<file path="config.mk">
export PLATFORM = sky130hd
export DESIGN_NAME = hvd_vec_cell
export DESIGN_NICKNAME = d
export VERILOG_FILES = /design/src/hdl/hvd_pkg.sv /design/src/hdl/hvd_vec_cell.sv
export SDC_FILE = /design/constraint.sdc
export NUM_CORES = 1
export LEC_CHECK = 0
export ABC_AREA = 1
export ABC_CLOCK_PERIOD_IN_PS = 2900
export BUFFER_PORTS_ARGS = -buffer_cell sky130_fd_sc_hd__buf_2
export CELL_PAD_IN_SITES_DETAIL_PLACEMENT = 1
export CELL_PAD_IN_SITES_GLOBAL_PLACEMENT = 2
export CORE_ASPECT_RATIO = 2
export CORE_UTILIZATION = 31
export DETAILED_ROUTE_END_ITERATION = 7
export PLACE_DENSITY_LB_ADDON = 0.05
export RECOVER_POWER = 100
export REMOVE_ABC_BUFFERS = 1
export SLEW_MARGIN = 20
export SYNTH_ARGS = -nofsm -noshare
export SYNTH_HDL_FRONTEND = slang
export SYNTH_SLANG_ARGS = --single-unit
</file>
<file path="constraint.sdc">
create_clock -name clk -period 2.9 [get_ports clk]
set_input_delay 0.29 -clock clk [delete_from_list [all_inputs] [get_ports clk]]
set_output_delay 0.29 -clock clk [all_outputs]
set_load 0.02 [all_outputs]
</file>
<file path="src/hdl/hvd_pkg.sv">
package hvd_pkg;

	localparam int VW = 34;

	localparam logic signed [VW-1:0] FULL_TURN    = 34'sd6039797760;
	localparam logic [32:0]          HALF_TURN    = 33'd3019898880;
	localparam logic [32:0]          QUARTER_TURN = 33'd1509949440;
	localparam logic [26:0]          DEG_TO_RAD_Q32 = 27'd74961321;
	localparam logic [31:0]          GAIN_Q30     = 32'd652032874;
	localparam logic [32:0]          DIST_MAX     = 33'd6746518912;
	localparam logic [22:0]          RADIUS_RST   = 23'd6371000;

	localparam logic [31:0] ATAN_LOW [10] = '{
		32'h3243F6A8, 32'h1DAC6705, 32'h0FADBAFC, 32'h07F56EA6, 32'h03FEAB76,
		32'h01FFD55B, 32'h00FFFAAA, 32'h007FFF55, 32'h003FFFEA, 32'h001FFFFD
	};

	function automatic logic [31:0] atan_entry(input int i, input int f);
		logic [31:0] q;
		int ii;
		ii = i & 31;
		if (ii < 10) begin
			q = ATAN_LOW[ii];
		end else if (ii <= 30) begin
			q = 32'd1 << (30 - ii);
		end else begin
			q = 32'd0;
		end
		return (q + (32'd1 << (29 - f))) >> (30 - f);
	endfunction

endpackage

</file>
<file path="src/hdl/hvd_vec_cell.sv">
module hvd_vec_cell import hvd_pkg::*; #(
	parameter int W   = 26,
	parameter int F   = 23,
	parameter int IDX = 0
) (
	input  logic                clk,
	input  logic                en,
	input  logic signed [W-1:0] x_in,
	input  logic signed [W-1:0] y_in,
	input  logic signed [W-1:0] z_in,
	output logic signed [W-1:0] x_q,
	output logic signed [W-1:0] y_q,
	output logic signed [W-1:0] z_q
);

	localparam logic signed [W-1:0] T = W'(atan_entry(IDX, F));

	always_ff @(posedge clk) begin
		if (en) begin
			if (y_in >= 0) begin
				x_q <= x_in + (y_in >>> IDX);
				y_q <= y_in - (x_in >>> IDX);
				z_q <= z_in + T;
			end else begin
				x_q <= x_in - (y_in >>> IDX);
				y_q <= y_in + (x_in >>> IDX);
				z_q <= z_in - T;
			end
		end
	end

endmodule

</file>
After elaboration in Yosys (flattened, before gate mapping). Cells that the tools add are included.

Bits in registers: 78. Bits of input ports: 80.

$add $sub $neg: 5. Magnitude comparators: 1. Mux-type cells: 3.

Operator list (count): $mux 26 (3); $sub 26x26->26 (2); $add 26x24->26 const B (1); $add 26x26->26 (1); $ge 26x1->1 const B (1); $sub 26x24->26 const B (1).

Longest topological paths before layout.
Depth in word-level cells: 2. Mapped depth: 17. Depth with buffers taken out: 15.

Least setup slack after synthesis. Ideal clock, no wire load.

Path kind: input to register. From: input port y_in[25]. To: register z_q[25] (data pin). Library setup time: 0.252 ns. Arrival: 2.217 ns. Data required time: 2.648 ns. Slack: 0.430 ns. Stages: 15. Buffers on the path: 3. Path through: buf_6 > inv_2 > buf_6 > clkbuf_1 > ha_1 > inv_1 > o21ai_0 > nand2_1 > nand2_1 > nand2_1 > nand2_1 > a21oi_1 > nand2_1 > nand2_1 > nand2_1.

Longest elaborated chain between the ends: 2.

Ends and longest elaborated chain: from (decl) (line hvd_vec_cell.sv:9) `input logic signed [W-1:0] y_in,`; $ge 26x1->1 (line hvd_vec_cell.sv:20) `if (y_in >= 0) begin`; $mux 26 (line hvd_vec_cell.sv:20); to (signal assigned) (line hvd_vec_cell.sv:23) `z_q <= z_in + T;`; to (signal assigned) (line hvd_vec_cell.sv:27) `z_q <= z_in - T;`; to (decl) (line hvd_vec_cell.sv:13) `output logic signed [W-1:0] z_q`.

Every way passes these cells. A chain may end at the register's enable or synchronous reset.

Worst setup path in the final report.
From: input port y_in[25]. To: register z_q[22] (data pin).

The elaborated chain is that of the path after synthesis.

==> impl_metrics.tcl <==
set metrics [dict create \
    status "complete, but fails checks" \
    violations "max-capacitance violations, max-slew violations" \
    ant_nets 0 \
    clk_pin_slew_ns 0.07 \
    setup.worst_path.class "input port to flip-flop" \
    synth.area.mux_share 0 \
    crit_path_top_delay_cell "clkbuf_2" \
    worst_hold_path.endpoint "z_q[0]" \
    ys_async_sr_fraction 0 \
    ys_seq_area_frac 0.232 \
    setup_violations 0 \
    fin_crit_sh 0.908 \
    end_kind "flip-flop" \
    cts_resized 0 \
    seqCellArea_um2 2310 \
    place_congestion 0.896 \
    cp.buffers_inverters 4 \
    cap_violations 1 \
    final_nets 1948 \
    power.density_nw_per_um2 421 \
    syn_avg_cell_area_um2 6.16 \
    dr.first_iter.drc_count 285 \
    die_y_um 256 \
    num_io_pins 158 \
    crit_fanout 16 \
    layout_commonest_cell "nand2_1" \
    crit_path_start "y_in[25]" \
    ir_drop_mv 0.271 \
    setup_tns_ns 0 \
    crit_arrival_ns 2.75 \
    coreArea_um2 31500 \
    cpPeakStageDelay_ns 0.51 \
    wl_per_cell_um 19.7 \
    drtPass1Iterations 4 \
    h-tree-depth 3 \
    synth_ff_type "edfxtp_1" \
    slew_headroom -0.361 \
    power_frac_comb 0.448 \
    sequentialPowerShare 0.306 \
    ys_types 39 \
    hold_depth 2 \
    hold_viol_final 0 \
    grt_setup_unrepaired "false" \
    rows 92 \
    crit_family "buffers and inverters" \
    cts_buffers 9 \
    dieArea_um2 32900 \
    synth-compound-area-share 0.107 \
    synth_seq_cells 77 \
    max_freq_mhz 380 \
    synth-simple-area-share 0.390 \
    power_uw 4820 \
    drive_above_1_share 0.0898 \
    critPathRequiredTime_ns 3.02 \
    cts_post_setup_buffers_inserted 0 \
    drt-total-wl_um 43300 \
    cts_hold_buf 0 \
    internal-power_uw 2720 \
    fillers 4337 \
    layout_common_cells "nand2_1, inv_1, nand3_1, nor2_1, clkbuf_1" \
    postSynthCellCount 1618 \
    cts_num_sinks 77 \
    drc 0 \
    fp.dieW_um 129 \
    pwr-share-clk 0.245 \
    worstMarginPinSlew_ns 2.04 \
    synth_top_family_by_area "simple AND/OR/NAND/NOR gates" \
    cts-root-buf "clkbuf_16" \
    sw_frac_of_total 0.436 \
    post-route-min-period_ns 2.63 \
    multiInputGateArea_um2 6330 \
    leakagePower_uw 0.00605 \
    synth_xor_area_frac 0.0236 \
    power_switching_uw 2100 \
    vias_per_cell 4.93 \
    path_cells "clkbuf_1 > inv_1 > clkbuf_2 > ha_1 > inv_1 > o21ai_0 > a21oi_1 > a21boi_0 > nand3_1 > nand2_1 > nand2_1" \
    maxSlewViolCount 34 \
    antenna_found_initial 1 \
    grt_max_degree 72 \
    portBuffers 157 \
    grt_pass1_wl_um 64200 \
    synth_edf_count 77 \
    finish.utilization 0.363 \
    place.detailed.hpwl_um 38200 \
    tritoncts "built" \
    grtUsageTotal 0.268 \
    start_util 0.316 \
    dr_total_vias 10900 \
    ys.warnings.count 0 \
    synth_fa_ha_area_frac 0.117 \
    netlist_area_um2 9970 \
    grt_pass1_vias 11600 \
    critical_path_cell_count 11 \
    worstHoldStart "z_in[0]" \
    hold_class "input port to flip-flop" \
    area_delta_synth_final_pct 15.0 \
    overflow 0 \
    clk_path_buf_depth 2 \
    cp-start-kind "input port" \
]
-- per-stage QoR --
step                      area, um2  hold slack (ns)  std cells  setup slack (ns)
after floorplan                9740            0.402       1579             0.531
after global placement        11300            0.586       2189             0.103
after detailed placement      11300            0.595       2189            0.0395
after CTS                     11600            0.208       2205             0.412
after global routing          11500            0.263       2206             0.147
final                         11500            0.250       2206             0.267
-- metal layers --
metal	track usage	vias up	wire, um
met4	0.187	0	3220
met3	0.0245	97	883
li1	-	5433	-
met1	0.220	5112	13700
met5	0	-	0
met2	0.562	228	25500
-- worst max-delay path by stage --
| stage | endpoint |
|---|---|
| floorplan | z_q[25] |
| global placement | x_q[24] |
| detailed placement | x_q[24] |
| CTS | x_q[24] |
| global route | z_q[24] |
| finish | z_q[22] |
-- cell type report --
type	instances	area share
tap	423	0.0462
timing repair buffer	187	0.0792
sequential	77	0.202
inverter	288	0.0944
clock inverter	6	0.00546
multi-input combinational	1214	0.553
clock buffer	10	0.0200
antenna	1	0.000218
-- synthesized netlist by cell type, types with 5 or more instances --
cell type,n,area share
ha_1,88,0.11
nand4_1,39,0.024
xor2_1,20,0.018
nor2_1,118,0.044
inv_1,282,0.11
buf_2,21,0.011
o21ai_0,63,0.032
nor2_4,5,0.0056
inv_2,6,0.0023
nand2_4,5,0.0056
xnor2_1,5,0.0044
nor2_2,12,0.0075
clkbuf_1,8,0.0030
nand2_1,539,0.20
nand3_1,147,0.074
a21oi_1,89,0.045
o21bai_1,22,0.017
buf_6,5,0.0056
nand2_2,22,0.014
a31oi_1,6,0.0038
edfxtp_1,77,0.23
-- power groups by stage --
stage | Combinational (uW) | Clock (uW) | Sequential [uW]
6_report | 2160 | 1180 | 1480
5_1_grt | 2380 | 1240 | 1490
4_1_cts | 2250 | 1210 | 1470
3_5_place_dp | 2250 | 0 | 1500
3_3_place_gp | 2220 | 0 | 1490
2_1_floorplan | 1130 | 0 | 1710
-- registers in the layout (all words and copies together) (netlist names) --
| register | flops |
|---|---|
| y_q | 25 |
| x_q | 26 |
| z_q | 26 |
-- logic make-up (layout without fill, tap and decap cells) --
group / after synthesis / in the layout
DFF: 77 / 77
buffers and inverters: 327 / 491
other: 0 / 1
adders and majority gates: 91 / 91
xor gates and xnor gates: 26 / 26
AOI/OAI and AO/OA: 195 / 195
and+or+nand+nor: 902 / 902
Note: power is estimated with default switching activity, not from simulation.
