`src/hdl/hvd_pkg.sv`:
```
package hvd_pkg;

	localparam int VW = 34;

	localparam logic signed [VW-1:0] FULL_TURN    = 34'sd6039797760;
	localparam logic [32:0]          HALF_TURN    = 33'd3019898880;
	localparam logic [32:0]          QUARTER_TURN = 33'd1509949440;
	localparam logic [26:0]          DEG_TO_RAD_Q32 = 27'd74961321;
	localparam logic [31:0]          GAIN_Q30     = 32'd652032874;
	localparam logic [32:0]          DIST_MAX     = 33'd6746518912;
	localparam logic [22:0]          RADIUS_RST   = 23'd6371000;

	localparam logic [31:0] ATAN_LOW [10] = '{
		32'h3243F6A8, 32'h1DAC6705, 32'h0FADBAFC, 32'h07F56EA6, 32'h03FEAB76,
		32'h01FFD55B, 32'h00FFFAAA, 32'h007FFF55, 32'h003FFFEA, 32'h001FFFFD
	};

	function automatic logic [31:0] atan_entry(input int i, input int f);
		logic [31:0] q;
		int ii;
		ii = i & 31;
		if (ii < 10) begin
			q = ATAN_LOW[ii];
		end else if (ii <= 30) begin
			q = 32'd1 << (30 - ii);
		end else begin
			q = 32'd0;
		end
		return (q + (32'd1 << (29 - f))) >> (30 - f);
	endfunction

endpackage

```
`src/hdl/hvd_sqrt_cell.sv`:
```
module hvd_sqrt_cell import hvd_pkg::*; #(
	parameter int D = 24
) (
	input  logic           clk,
	input  logic           en,
	input  logic [D+1:0]   rem_in,
	input  logic [D-1:0]   root_in,
	input  logic [2*D-1:0] n_in,
	output logic [D+1:0]   rem_q,
	output logic [D-1:0]   root_q,
	output logic [2*D-1:0] n_q
);

	logic [D+3:0] rem_sh;
	logic [D+3:0] trial;

	always_comb begin
		rem_sh = {rem_in, n_in[2*D-1 -: 2]};
		trial  = {2'b00, root_in, 2'b01};
	end

	always_ff @(posedge clk) begin
		if (en) begin
			n_q <= n_in << 2;
			if (rem_sh >= trial) begin
				rem_q  <= (D+2)'(rem_sh - trial);
				root_q <= {root_in[D-2:0], 1'b1};
			end else begin
				rem_q  <= rem_sh[D+1:0];
				root_q <= {root_in[D-2:0], 1'b0};
			end
		end
	end

endmodule

```
`config.mk`:
```
export PLATFORM = sky130hd
export DESIGN_NAME = hvd_sqrt_cell
export DESIGN_NICKNAME = d
export VERILOG_FILES = /design/src/hdl/hvd_pkg.sv /design/src/hdl/hvd_sqrt_cell.sv
export SDC_FILE = /design/constraint.sdc
export NUM_CORES = 1
export LEC_CHECK = 0
export ABC_CLOCK_PERIOD_IN_PS = 5600
export BUFFER_PORTS_ARGS = -buffer_cell sky130_fd_sc_hd__buf_2
export CAP_MARGIN = 20
export CORE_ASPECT_RATIO = 1.4
export CORE_MARGIN = 5
export CORE_UTILIZATION = 40
export CTS_CLUSTER_DIAMETER = 120
export CTS_CLUSTER_SIZE = 16
export DETAILED_ROUTE_END_ITERATION = 16
export GPL_TIMING_DRIVEN = 1
export PLACE_DENSITY_LB_ADDON = 0.1
export SYNTH_ARGS = -nofsm -noshare
export SYNTH_HDL_FRONTEND = slang
export SYNTH_SLANG_ARGS = --single-unit
export TNS_END_PERCENT = 30
```
`constraint.sdc`:
```
create_clock -name clk -period 5.6 [get_ports clk]
set_input_delay 0.56 -clock clk [delete_from_list [all_inputs] [get_ports clk]]
set_output_delay 0.56 -clock clk [all_outputs]
set_load 0.02 [all_outputs]
```
Word-level counts from Yosys, hierarchy flattened
Cells that the tools add are included.
{ "word_totals": {"out_inout_bits": 98, "elab_cells": 7, "regBits": 96} }
{ "classes": {"order_cmp": 1, "add_sub_neg": 1, "mux": 2} }
{ "ops": {"columns": ["cell", "count"], "rows": [
  ["$ge A28 B26 Y1", 1],
  ["$mux W26", 1],
  ["$sub A26 B26 Y26", 1],
  ["$mux W1", 1]
]} }

Logic depth before layout (Yosys ltp)
Gate-level depths: netlist (run 1).
{ "depth": {"depth_word": 2, "mapped_depth": 11, "depth_no_buf": 10} }

Least setup slack after synthesis (run 1)
No wires, ideal clock.
{ "synth_path": {"kind": "in2reg", "from": "input port root_in[0]", "to": "register rem_q[10] (data pin)", "arrival_time_ns": 2.557, "cell_stages": 11, "setup_time_ns": 0.260, "path_buffers": 1, "slack_ns": 2.783, "required_time_ns": 5.340, "path_cell_list": "inv_1 > ha_1 > nand2b_1 > a211o_1 > a21oi_2 > o211ai_2 > a31oi_2 > nor2_2 > o21ai_4 > buf_12 > mux2_4"} }
{ "synth_via": {"elab_chain_cells": 2, "word_cells_on_any_way": 3, "classes_between": "1 x add/sub; 1 x order compare; 1 x mux"} }
{ "synth_rtl": {"columns": ["item", "line", "source"], "rows": [
  ["from (decl)", "hvd_sqrt_cell.sv:7", "input logic [D-1:0] root_in,"],
  ["$sub A26 B26 Y26 or $ge A28 B26 Y1 (tied branches)", "hvd_sqrt_cell.sv:26, hvd_sqrt_cell.sv:25", null],
  ["$mux W26 (*)", "hvd_sqrt_cell.sv:25", "if (rem_sh >= trial) begin"],
  ["to (signal assigned)", "hvd_sqrt_cell.sv:26", "rem_q <= (D+2)'(rem_sh - trial);"],
  ["to (signal assigned)", "hvd_sqrt_cell.sv:29", "rem_q <= rem_sh[D+1:0];"],
  ["to (decl)", "hvd_sqrt_cell.sv:9", "output logic [D+1:0] rem_q,"]
]} }
Every way passes the cells marked *; elsewhere a longest branch is shown, timed or not.
A chain may end at the register's enable or synchronous reset.

Worst setup path in the final report (run 1)
{ "layout_path": {"from": "input port n_in[46]", "to": "register rem_q[5] (data pin)"} }
{ "layout_via": {"elab_chain_cells": 2, "word_cells_on_any_way": 3, "classes_between": "1 x add/sub; 1 x order compare; 1 x mux"} }
{ "layout_rtl": {"columns": ["item", "line", "source"], "rows": [
  ["from (decl)", "hvd_sqrt_cell.sv:8", "input logic [2*D-1:0] n_in,"],
  ["$sub A26 B26 Y26 or $ge A28 B26 Y1 (tied branches)", "hvd_sqrt_cell.sv:26, hvd_sqrt_cell.sv:25", null],
  ["$mux W26 (*)", "hvd_sqrt_cell.sv:25", null]
]} }
Marks and branches as above.

==> impl_metrics.py, run 1 <==
metrics = {
    "outcome": {
        "status": "finished clean",
    },
    "clock_tree": {
        "clock-sinks": 96,
        "h-tree-depth": 3,
        "cts_tree": "built",
        "cts_resized": 0,
        "cts_setup_buffers": 0,
        "ctsRootBufferMaster": "clkbuf_16",
        "cts_buffers": 9,
        "cts.clk_slew.worst_paths_ps": 70,
        "clk_path_buf_depth": 2,
        "cts_hold_buffers": 0,
    },
    "detailed_routing": {
        "drt_first_pass_iters": 4,
        "wl_per_cell_um": 16.45,
        "via_count": 3446,
        "drt-total-wl_um": 11530,
        "vias_per_cell": 4.916,
        "ant_nets": 0,
        "drc": 0,
        "first_iter_violations": 114,
    },
    "critical_path": {
        "crit_type": "primary input to flop",
        "worstPathCellList": "buf_2 > inv_1 > ha_1 > nand2b_1 > a211o_1 > a21oi_2 > o211ai_2 > a31oi_2 > nor2_2 > o21ai_4 > buf_16 > mux2_2",
        "path_buf_inv": 3,
        "critPathRequiredTime_ps": 5690,
        "worstSetupEndpointType": "flop",
        "start_kind": "primary input",
        "slowest_stage": "o21ai_4",
        "worst_path_largest_cell_delay_ps": 520,
        "critical_path_arrival_ps": 3180,
        "cp_max_fo": 15,
        "cp_top_family": "compound AO/OA/AOI/OAI gates",
    },
    "logic_synthesis": {
        "synth_top_cell_by_area": "edfxtp_1",
        "ys_top_cells_by_area": "edfxtp_1 (61%), ha_1 (6.9%), mux2_4 (5.1%)",
        "yosys.area.top_type_share_pct": 61.00,
        "yosysMostFrequentCell": "edfxtp_1",
        "synth-edff-count": 96,
        "synthDistinctLibCells": 50,
        "syn_area_per_cell_um2": 13.70,
        "seq_area_frac_synth_pct": 61.00,
        "synth-async-reset-ratio_pct": 0,
        "synth_seq_cells": 96,
        "synth_compound_area_share_pct": 10.11,
        "synthFlopType": "edfxtp_1",
        "synth-xor-area-share_pct": 4.263,
        "synth_cells": 345,
        "synth_warnings": 0,
        "synth_area_um2": 4726,
        "synth_fa_ha_area_share_pct": 6.884,
        "synth_top_family_by_area": "compound AO/OA/AOI/OAI gates",
        "muxShareOfSynthArea_pct": 6.937,
        "synthSimpleGateAreaFrac_pct": 6.963,
        "synthTopCellsByCount": "edfxtp_1 (96), inv_1 (30), ha_1 (26), a21oi_1 (21), nand2_1 (21)",
    },
    "finish": {
        "finalNetCount": 674,
        "design_area_um2": 6146,
        "fill_cells": 1062,
        "drive_gt1_share_pct": 43.58,
        "syn2layout_area_growth_pct": 30.05,
    },
    "power_and_ir_drop": {
        "vdd_drop_max_uv": 140.9,
        "leakagePower_nw": 2.790,
        "p_per_area_nw_per_um2": 314.3,
    },
    "timing": {
        "fin_crit_sh_pct": 55.22,
        "finalHoldViolCount": 0,
        "setup_viol": 0,
        "finalMaxSlewViolations": 0,
        "slew-limit-headroom_pct": 44.84,
        "finalSetupTns_ps": 0,
        "max_freq_mhz": 323.4,
        "rsz0062_at_grt": "no",
        "tightest_slew_ps": 827.4,
        "period_needed_ps": 3092,
    },
    "grt": {
        "antenna_found_initial": 2,
        "grt_usage_pct": 15.94,
        "grt-ovfl-total": 0,
        "grt_pass1_vias": 3559,
        "grt_max_degree": 68,
        "grt_pass1_wl_um": 17600,
    },
    "floorplan": {
        "die_h_um": 138.6,
        "rows": 47,
        "core_um2": 11700,
        "dieArea_um2": 14120,
        "die_x_um": 101.9,
        "start_util_pct": 40.38,
        "ios": 198,
    },
    "placed_design": {
        "placed_area_um2": 5834,
        "gp_congestion": 0.7872,
        "hpwl_um": 9047,
        "port-buffer-count": 195,
    },
    "min_path": {
        "hold_path_class": "primary input to flop",
    },
    "job": {
        "drv_cap": 0,
    },
}
==> worst paths after layout <==
kind                 start  cells past startpoint            endpoint  slack (ps)
setup / recovery  n_in[46]                     12  rem_q[5]$_DFFE_PP_        2510
hold / removal    n_in[15]                      1   n_q[17]$_DFFE_PP_         390
==> report_power, final <==
part | internal [mW] | switching [mW] | leakage, nW | total [mW]
Clock | 0.308 | 0.281 | 0.125 | 0.588
Combinational | 0.188 | 0.259 | 1.73 | 0.447
Sequential | 0.880 | 0.0165 | 0.940 | 0.896
Total | 1.38 | 0.556 | 2.79 | 1.93
==> logic make-up after synthesis <==
| group | after synthesis |
|---|---|
| AOI/OAI and AO/OA | 72 |
| xor gates and xnor gates | 23 |
| adders and majority gates | 26 |
| buffers and inverters | 36 |
| DFF | 96 |
| muxes | 24 |
| other | 1 |
| and+or+nand+nor | 67 |
==> cells in the final DEF (no fill, tap or decap), types with 2 or more instances in the layout <==
cell and n:
nor3_1 6, o21bai_1 2, conb_1 2, edfxtp_1 96
a21o_1 6, and2_1 3, mux2_2 6, a211oi_1 6
nand4_1 2, a21oi_1 21, nor2b_1 3, nand2_1 21
o21a_1 3, buf_2 194, a41oi_1 2, ha_1 26
inv_1 30, and4_1 2, inv_8 2, nor2_2 2
clkbuf_16 9, nand2b_1 3, o31ai_1 2, nor2_1 16
o211ai_1 2, buf_4 2, mux2_4 16, xor2_1 10
xnor2_1 13, clkinvlp_4 4, mux2i_1 2, and3_1 3
o21ai_0 15
==> per-layer routing <==
metal  routed length (µm)  global-route usage (%)  vias to the layer above  part of all wire (%)
met3                 1107                   3.473                       12                   9.6
li1                     -                       -                     1685                     -
met4                  146                   5.874                        2                   1.3
met5                   20                       0                        -                  0.17
met2                 5965                   28.76                      138                    52
met1                 4294                   18.09                     1609                    37
==> flip-flops by register name, indices dropped and copies added, names as in the netlist <==
name	count
n_q	46
rem_q	26
root_q	24
==> area by class of cell <==
type                       instances  area, µm²  area share (%)
sequential                        96       2883           46.91
timing repair buffer             197       1013           16.49
tap                              147      183.9           2.993
clock buffer                      10      229.0           3.726
multi-input combinational        214       1669           27.16
antenna                            1      2.502         0.04072
inverter                          30      112.6           1.832
clock inverter                     6      52.55          0.8550
==> through the flow <==
step / util, % / hold slack, ps / instances / power (mW) / setup WS, ps
detailed placement: 49.86 / 738.4 / 683 / 1.363 / 1884
finish: 52.52 / 393.3 / 701 / 1.932 / 2508
CTS: 52.26 / 381.9 / 699 / 1.957 / 2246
global route: 52.52 / 378.8 / 701 / 2.028 / 2325
global placement: 49.86 / 736.9 / 683 / 1.356 / 1904
floorplan: - / 658.9 / 346 / 1.207 / 2783
No activity file was read; power rests on OpenSTA's default activity.
==> inputs of run 2 (changes only) <==
--- a/config.mk
+++ b/config.mk
@@ -5,7 +5,7 @@
 export SDC_FILE = /design/constraint.sdc
 export NUM_CORES = 1
 export LEC_CHECK = 0
-export ABC_CLOCK_PERIOD_IN_PS = 5600
+export ABC_CLOCK_PERIOD_IN_PS = 3100
 export BUFFER_PORTS_ARGS = -buffer_cell sky130_fd_sc_hd__buf_2
 export CAP_MARGIN = 20
 export CORE_ASPECT_RATIO = 1.4
==> constraint.sdc (replaced) <==
create_clock -name clk -period 3.1 [get_ports clk]
set_input_delay 0.31 -clock clk [delete_from_list [all_inputs] [get_ports clk]]
set_output_delay 0.31 -clock clk [all_outputs]
set_load 0.02 [all_outputs]
==> impl_metrics.py, run 2 (same netlist as run 1, synthesis figures left out) <==
metrics = {
    "clock_tree": {
        "cts_tree": "built",
        "cts.clk_slew.worst_paths_ps": 70,
        "cts_resized": 0,
        "ctsRootBufferMaster": "clkbuf_16",
        "clk_path_buf_depth": 2,
        "cts_hold_buffers": 0,
        "clock-sinks": 96,
        "cts_buffers": 9,
        "cts_setup_buffers": 0,
        "h-tree-depth": 3,
    },
    "grt": {
        "grt_pass1_vias": 3524,
        "grt-ovfl-total": 0,
        "grt_usage_pct": 16.16,
        "grt_max_degree": 97,
        "grt_pass1_wl_um": 17840,
        "antenna_found_initial": 0,
    },
    "finish": {
        "drive_gt1_share_pct": 43.86,
        "design_area_um2": 6222,
        "finalNetCount": 676,
        "ff_latch_area_um2": 2883,
        "diodes": 0,
        "syn2layout_area_growth_pct": 31.67,
        "largest-register": "n_q",
        "top_regs": "n_q (46), rem_q (26), root_q (24)",
        "multi_input_area_um2": 1669,
        "final_cell_mix": "buf_2 (194), edfxtp_1 (96), inv_1 (30)",
        "mostFrequentLayoutCell": "buf_2",
        "fill_cells": 1076,
        "largest_reg_flops": 46,
    },
    "timing": {
        "slew-limit-headroom_pct": 64.41,
        "finalHoldViolCount": 0,
        "finalSetupTns_ps": 0,
        "rsz0062_at_grt": "no",
        "tightest_slew_ps": 533.8,
        "max_freq_mhz": 402.1,
        "fin_crit_sh_pct": 80.22,
        "finalMaxSlewViolations": 0,
        "setup_viol": 0,
        "setup_ws_ps": 613.3,
        "period_needed_ps": 2487,
    },
    "detailed_routing": {
        "ant_nets": 0,
        "drt-total-wl_um": 11690,
        "drc": 0,
        "first_iter_violations": 124,
        "drt_first_pass_iters": 4,
        "wl_per_cell_um": 16.67,
        "vias_per_cell": 4.862,
        "via_count": 3408,
    },
    "power_and_ir_drop": {
        "vdd_drop_max_uv": 245.9,
        "leakagePower_nw": 2.843,
        "p_per_area_nw_per_um2": 597.1,
        "power_mw": 3.715,
    },
    "min_path": {
        "hold_path_class": "primary input to flop",
    },
    "critical_path": {
        "worst_path_largest_cell_delay_ps": 360,
        "worstSetupEndpointType": "flop",
        "start_kind": "primary input",
        "cp_max_fo": 20,
        "critPathRequiredTime_ps": 3190,
        "worstPathCellList": "buf_2 > inv_1 > ha_1 > nand2b_1 > a211o_1 > a21oi_2 > o211ai_2 > a31oi_2 > nor2_2 > o21ai_4 > buf_12 > mux2_2",
        "crit_type": "primary input to flop",
        "slowest_stage": "mux2_2",
        "cp_top_family": "compound AO/OA/AOI/OAI gates",
        "critical_path_arrival_ps": 2580,
        "path_buf_inv": 3,
    },
    "floorplan": {
        "core_um2": 11700,
        "die_x_um": 101.9,
        "dieArea_um2": 14120,
        "die_h_um": 138.6,
        "start_util_pct": 40.38,
        "ios": 198,
        "rows": 47,
    },
    "placed_design": {
        "port-buffer-count": 195,
        "placed_area_um2": 5882,
        "pre_cts_slack_ps": 230.6,
        "gp_congestion": 0.8130,
        "hpwl_um": 9111,
    },
    "outcome": {
        "status": "finished clean",
    },
    "job": {
        "drv_cap": 0,
    },
}
run 2: per-layer routing:
metal / part of all wire (%) / track usage [%]
met2: 52 / 29.69
met1: 37 / 17.75
met4: 1.1 / 4.630
met5: 0 / 0
met3: 10 / 4.580
run 2: layout make-up:
class	instances	area share, %
inverters	30	1.810
clock inverters	6	1.850
multi-input cells	214	26.82
repair buffers	199	16.61
well taps	147	2.956
clock buffers	9	3.620
flip-flops and latches	96	46.33
run 2: final timing paths:
check,startpoint,end,cells past startpoint
setup / recovery,n_in[46],rem_q[6]$_DFFE_PP_,12
hold / removal,n_in[21],n_q[23]$_DFFE_PP_,1
run 2: power breakdown:
part / total, mW / switching, mW / internal, mW
sequential: 1.62 / 0.0287 / 1.59
combinational: 0.817 / 0.474 / 0.343
clock: 1.28 / 0.489 / 0.792
run 2: metrics by stage:
| stage | instances | hold slack [ps] | util [%] |
|---|---|---|---|
| detailed placement | 686 | 488.7 | 50.26 |
| global placement | 686 | 487.2 | 50.26 |
| CTS | 701 | 134.9 | 53.17 |
| finish | 701 | 144.8 | 53.17 |
| global route | 701 | 128.3 | 53.17 |
| floorplan | 346 | 408.9 | - |
==> inputs of run 3 (changes only) <==
--- a/config.mk
+++ b/config.mk
@@ -5,7 +5,7 @@
 export SDC_FILE = /design/constraint.sdc
 export NUM_CORES = 1
 export LEC_CHECK = 0
-export ABC_CLOCK_PERIOD_IN_PS = 3100
+export ABC_CLOCK_PERIOD_IN_PS = 2120
 export BUFFER_PORTS_ARGS = -buffer_cell sky130_fd_sc_hd__buf_2
 export CAP_MARGIN = 20
 export CORE_ASPECT_RATIO = 1.4
==> constraint.sdc (replaced) <==
create_clock -name clk -period 2.12 [get_ports clk]
set_input_delay 0.212 -clock clk [delete_from_list [all_inputs] [get_ports clk]]
set_output_delay 0.212 -clock clk [all_outputs]
set_load 0.02 [all_outputs]
==> impl_metrics.py, run 3 (same netlist as run 1, synthesis figures left out) <==
metrics = {
    "finish": {
        "multi_input_area_um2": 1898,
        "ff_latch_area_um2": 2883,
        "fill_cells": 991,
        "mostFrequentLayoutCell": "buf_2",
        "fin_cells": 779,
        "top_regs": "n_q (46), rem_q (26), root_q (24)",
        "final_cell_mix": "buf_2 (187), edfxtp_1 (96), buf_4 (78)",
        "largest-register": "n_q",
        "syn2layout_area_growth_pct": 49.03,
        "largest_reg_flops": 46,
        "drive_gt1_share_pct": 56.80,
        "finalNetCount": 753,
        "diodes": 0,
    },
    "detailed_routing": {
        "wl_per_cell_um": 16.07,
        "drc": 0,
        "first_iter_violations": 127,
        "drt_first_pass_iters": 4,
        "via_count": 3732,
        "vias_per_cell": 4.791,
        "ant_nets": 0,
        "drt-total-wl_um": 12520,
    },
    "power_and_ir_drop": {
        "pwr-share-seq_pct": 44.0,
        "leakagePower_nw": 3.226,
        "p_sw_share_pct": 28.81,
        "p_per_area_nw_per_um2": 765.3,
        "vdd_drop_max_uv": 403.8,
        "p_int_mw": 3.837,
        "p_switching_mw": 1.553,
        "clkPwrFrac_pct": 29.0,
        "pwr-share-comb_pct": 27.0,
    },
    "clock_tree": {
        "cts_hold_buffers": 0,
        "h-tree-depth": 3,
        "clock-sinks": 96,
        "ctsRootBufferMaster": "clkbuf_16",
        "cts_tree": "built",
        "cts.clk_slew.worst_paths_ps": 80,
        "cts_buffers": 9,
        "clk_path_buf_depth": 2,
    },
    "floorplan": {
        "die_x_um": 101.9,
        "ios": 198,
        "core_um2": 11700,
        "dieArea_um2": 14120,
        "start_util_pct": 40.38,
        "die_h_um": 138.6,
        "rows": 47,
    },
    "job": {
        "drv_cap": 0,
    },
    "min_path": {
        "hold_depth": 1,
        "hold_end": "root_q[3]$_DFFE_PP_",
        "hold_path_class": "primary input to flop",
        "hold_start": "root_in[2]",
    },
    "grt": {
        "grt_pass1_vias": 3880,
        "antenna_found_initial": 0,
        "grt_pass1_wl_um": 19090,
        "grt_usage_pct": 17.29,
        "grt_max_degree": 45,
        "grt-ovfl-total": 0,
    },
    "timing": {
        "setup_viol": 16,
        "rsz0062_at_grt": "yes",
        "finalMaxSlewViolations": 0,
        "fin_crit_sh_pct": 102.3,
        "period_needed_ps": 2168,
        "hold_slack_ps": 34.58,
        "setup_ws_ps": -48.26,
        "finalHoldViolCount": 0,
        "max_freq_mhz": 461.2,
    },
    "placed_design": {
        "post-place-cells": 757,
        "gp_congestion": 0.8186,
        "pre_cts_slack_ps": -509.6,
        "hpwl_um": 9859,
        "port-buffer-count": 195,
    },
    "critical_path": {
        "critical_path_arrival_ps": 2260,
        "cp_top_family": "compound AO/OA/AOI/OAI gates",
        "slowest_stage": "mux2_2",
        "worstSetupEndpointType": "flop",
        "crit_type": "primary input to flop",
        "worst_path_largest_cell_delay_ps": 330,
        "cp_max_fo": 11,
        "path_buf_inv": 3,
        "start_kind": "primary input",
        "worstPathCellList": "buf_8 > inv_8 > ha_4 > nand2b_4 > a211o_1 > a21oi_2 > o211ai_2 > a31oi_2 > nor2_2 > o21ai_4 > buf_12 > mux2_2",
        "critPathRequiredTime_ps": 2210,
    },
    "outcome": {
        "status": "finished, violations left",
        "violations": "setup timing",
    },
}
[run 3: layer usage]
layer  track usage, %  up-vias  wire [µm]
met3            4.529       12       1149
met1            19.30     1728       4481
met5                0        -          0
met4            4.561        0        134
li1                 -     1842          -
met2            31.90      150       6757
[run 3: area by class of cell]
type	count	area share, %
clock buffer	10	3.251
clock inverter	6	0.7639
inverter	30	1.705
multi-input combinational	214	26.95
sequential	96	40.93
tap	147	2.611
timing repair buffer	276	23.79
[run 3: timing repair]
item	in CTS	in global routing
pin swaps	6	3
hold endpoints to repair	0	0
endpoints found under the setup margin	23	26
buffers inserted	5	1
resized for setup	17	27
[run 3: power by group through the flow]
stage	Combinational [mW]	Sequential, mW	Clock [mW]
3_3_place_gp	1.38	2.41	0
3_5_place_dp	1.40	2.41	0
4_1_cts	1.43	2.37	1.62
6_report	1.46	2.37	1.56
2_1_floorplan	0.544	2.67	0
5_1_grt	1.58	2.39	1.70
[run 3: how the worst max path moves through the flow]
stage | startpoint | endpoint | slack (ps) | cells after the start
after floorplan | root_in[0] | rem_q[10]$_DFFE_PP_ | -230 | 11
after global placement | root_in[0] | rem_q[5]$_DFFE_PP_ | -440 | 12
after detailed placement | root_in[0] | rem_q[2]$_DFFE_PP_ | -510 | 12
after CTS | root_in[0] | rem_q[5]$_DFFE_PP_ | -50 | 12
after global routing | root_in[6] | rem_q[5]$_DFFE_PP_ | -130 | 12
final | root_in[0] | rem_q[5]$_DFFE_PP_ | -50 | 12
[run 3: metrics by stage]
| step | utilization, % | cell area [µm²] | total power [mW] | setup TNS (ps) |
|---|---|---|---|---|
| detailed placement | 55.84 | 6535 | 3.810 | -11740 |
| global placement | 55.84 | 6535 | 3.785 | -10260 |
| global route | 60.18 | 7043 | 5.667 | -1966 |
| CTS | 59.05 | 6910 | 5.422 | -487.0 |
| floorplan | - | 4840 | 3.216 | -4485 |
| finish | 60.18 | 7043 | 5.390 | -242.7 |
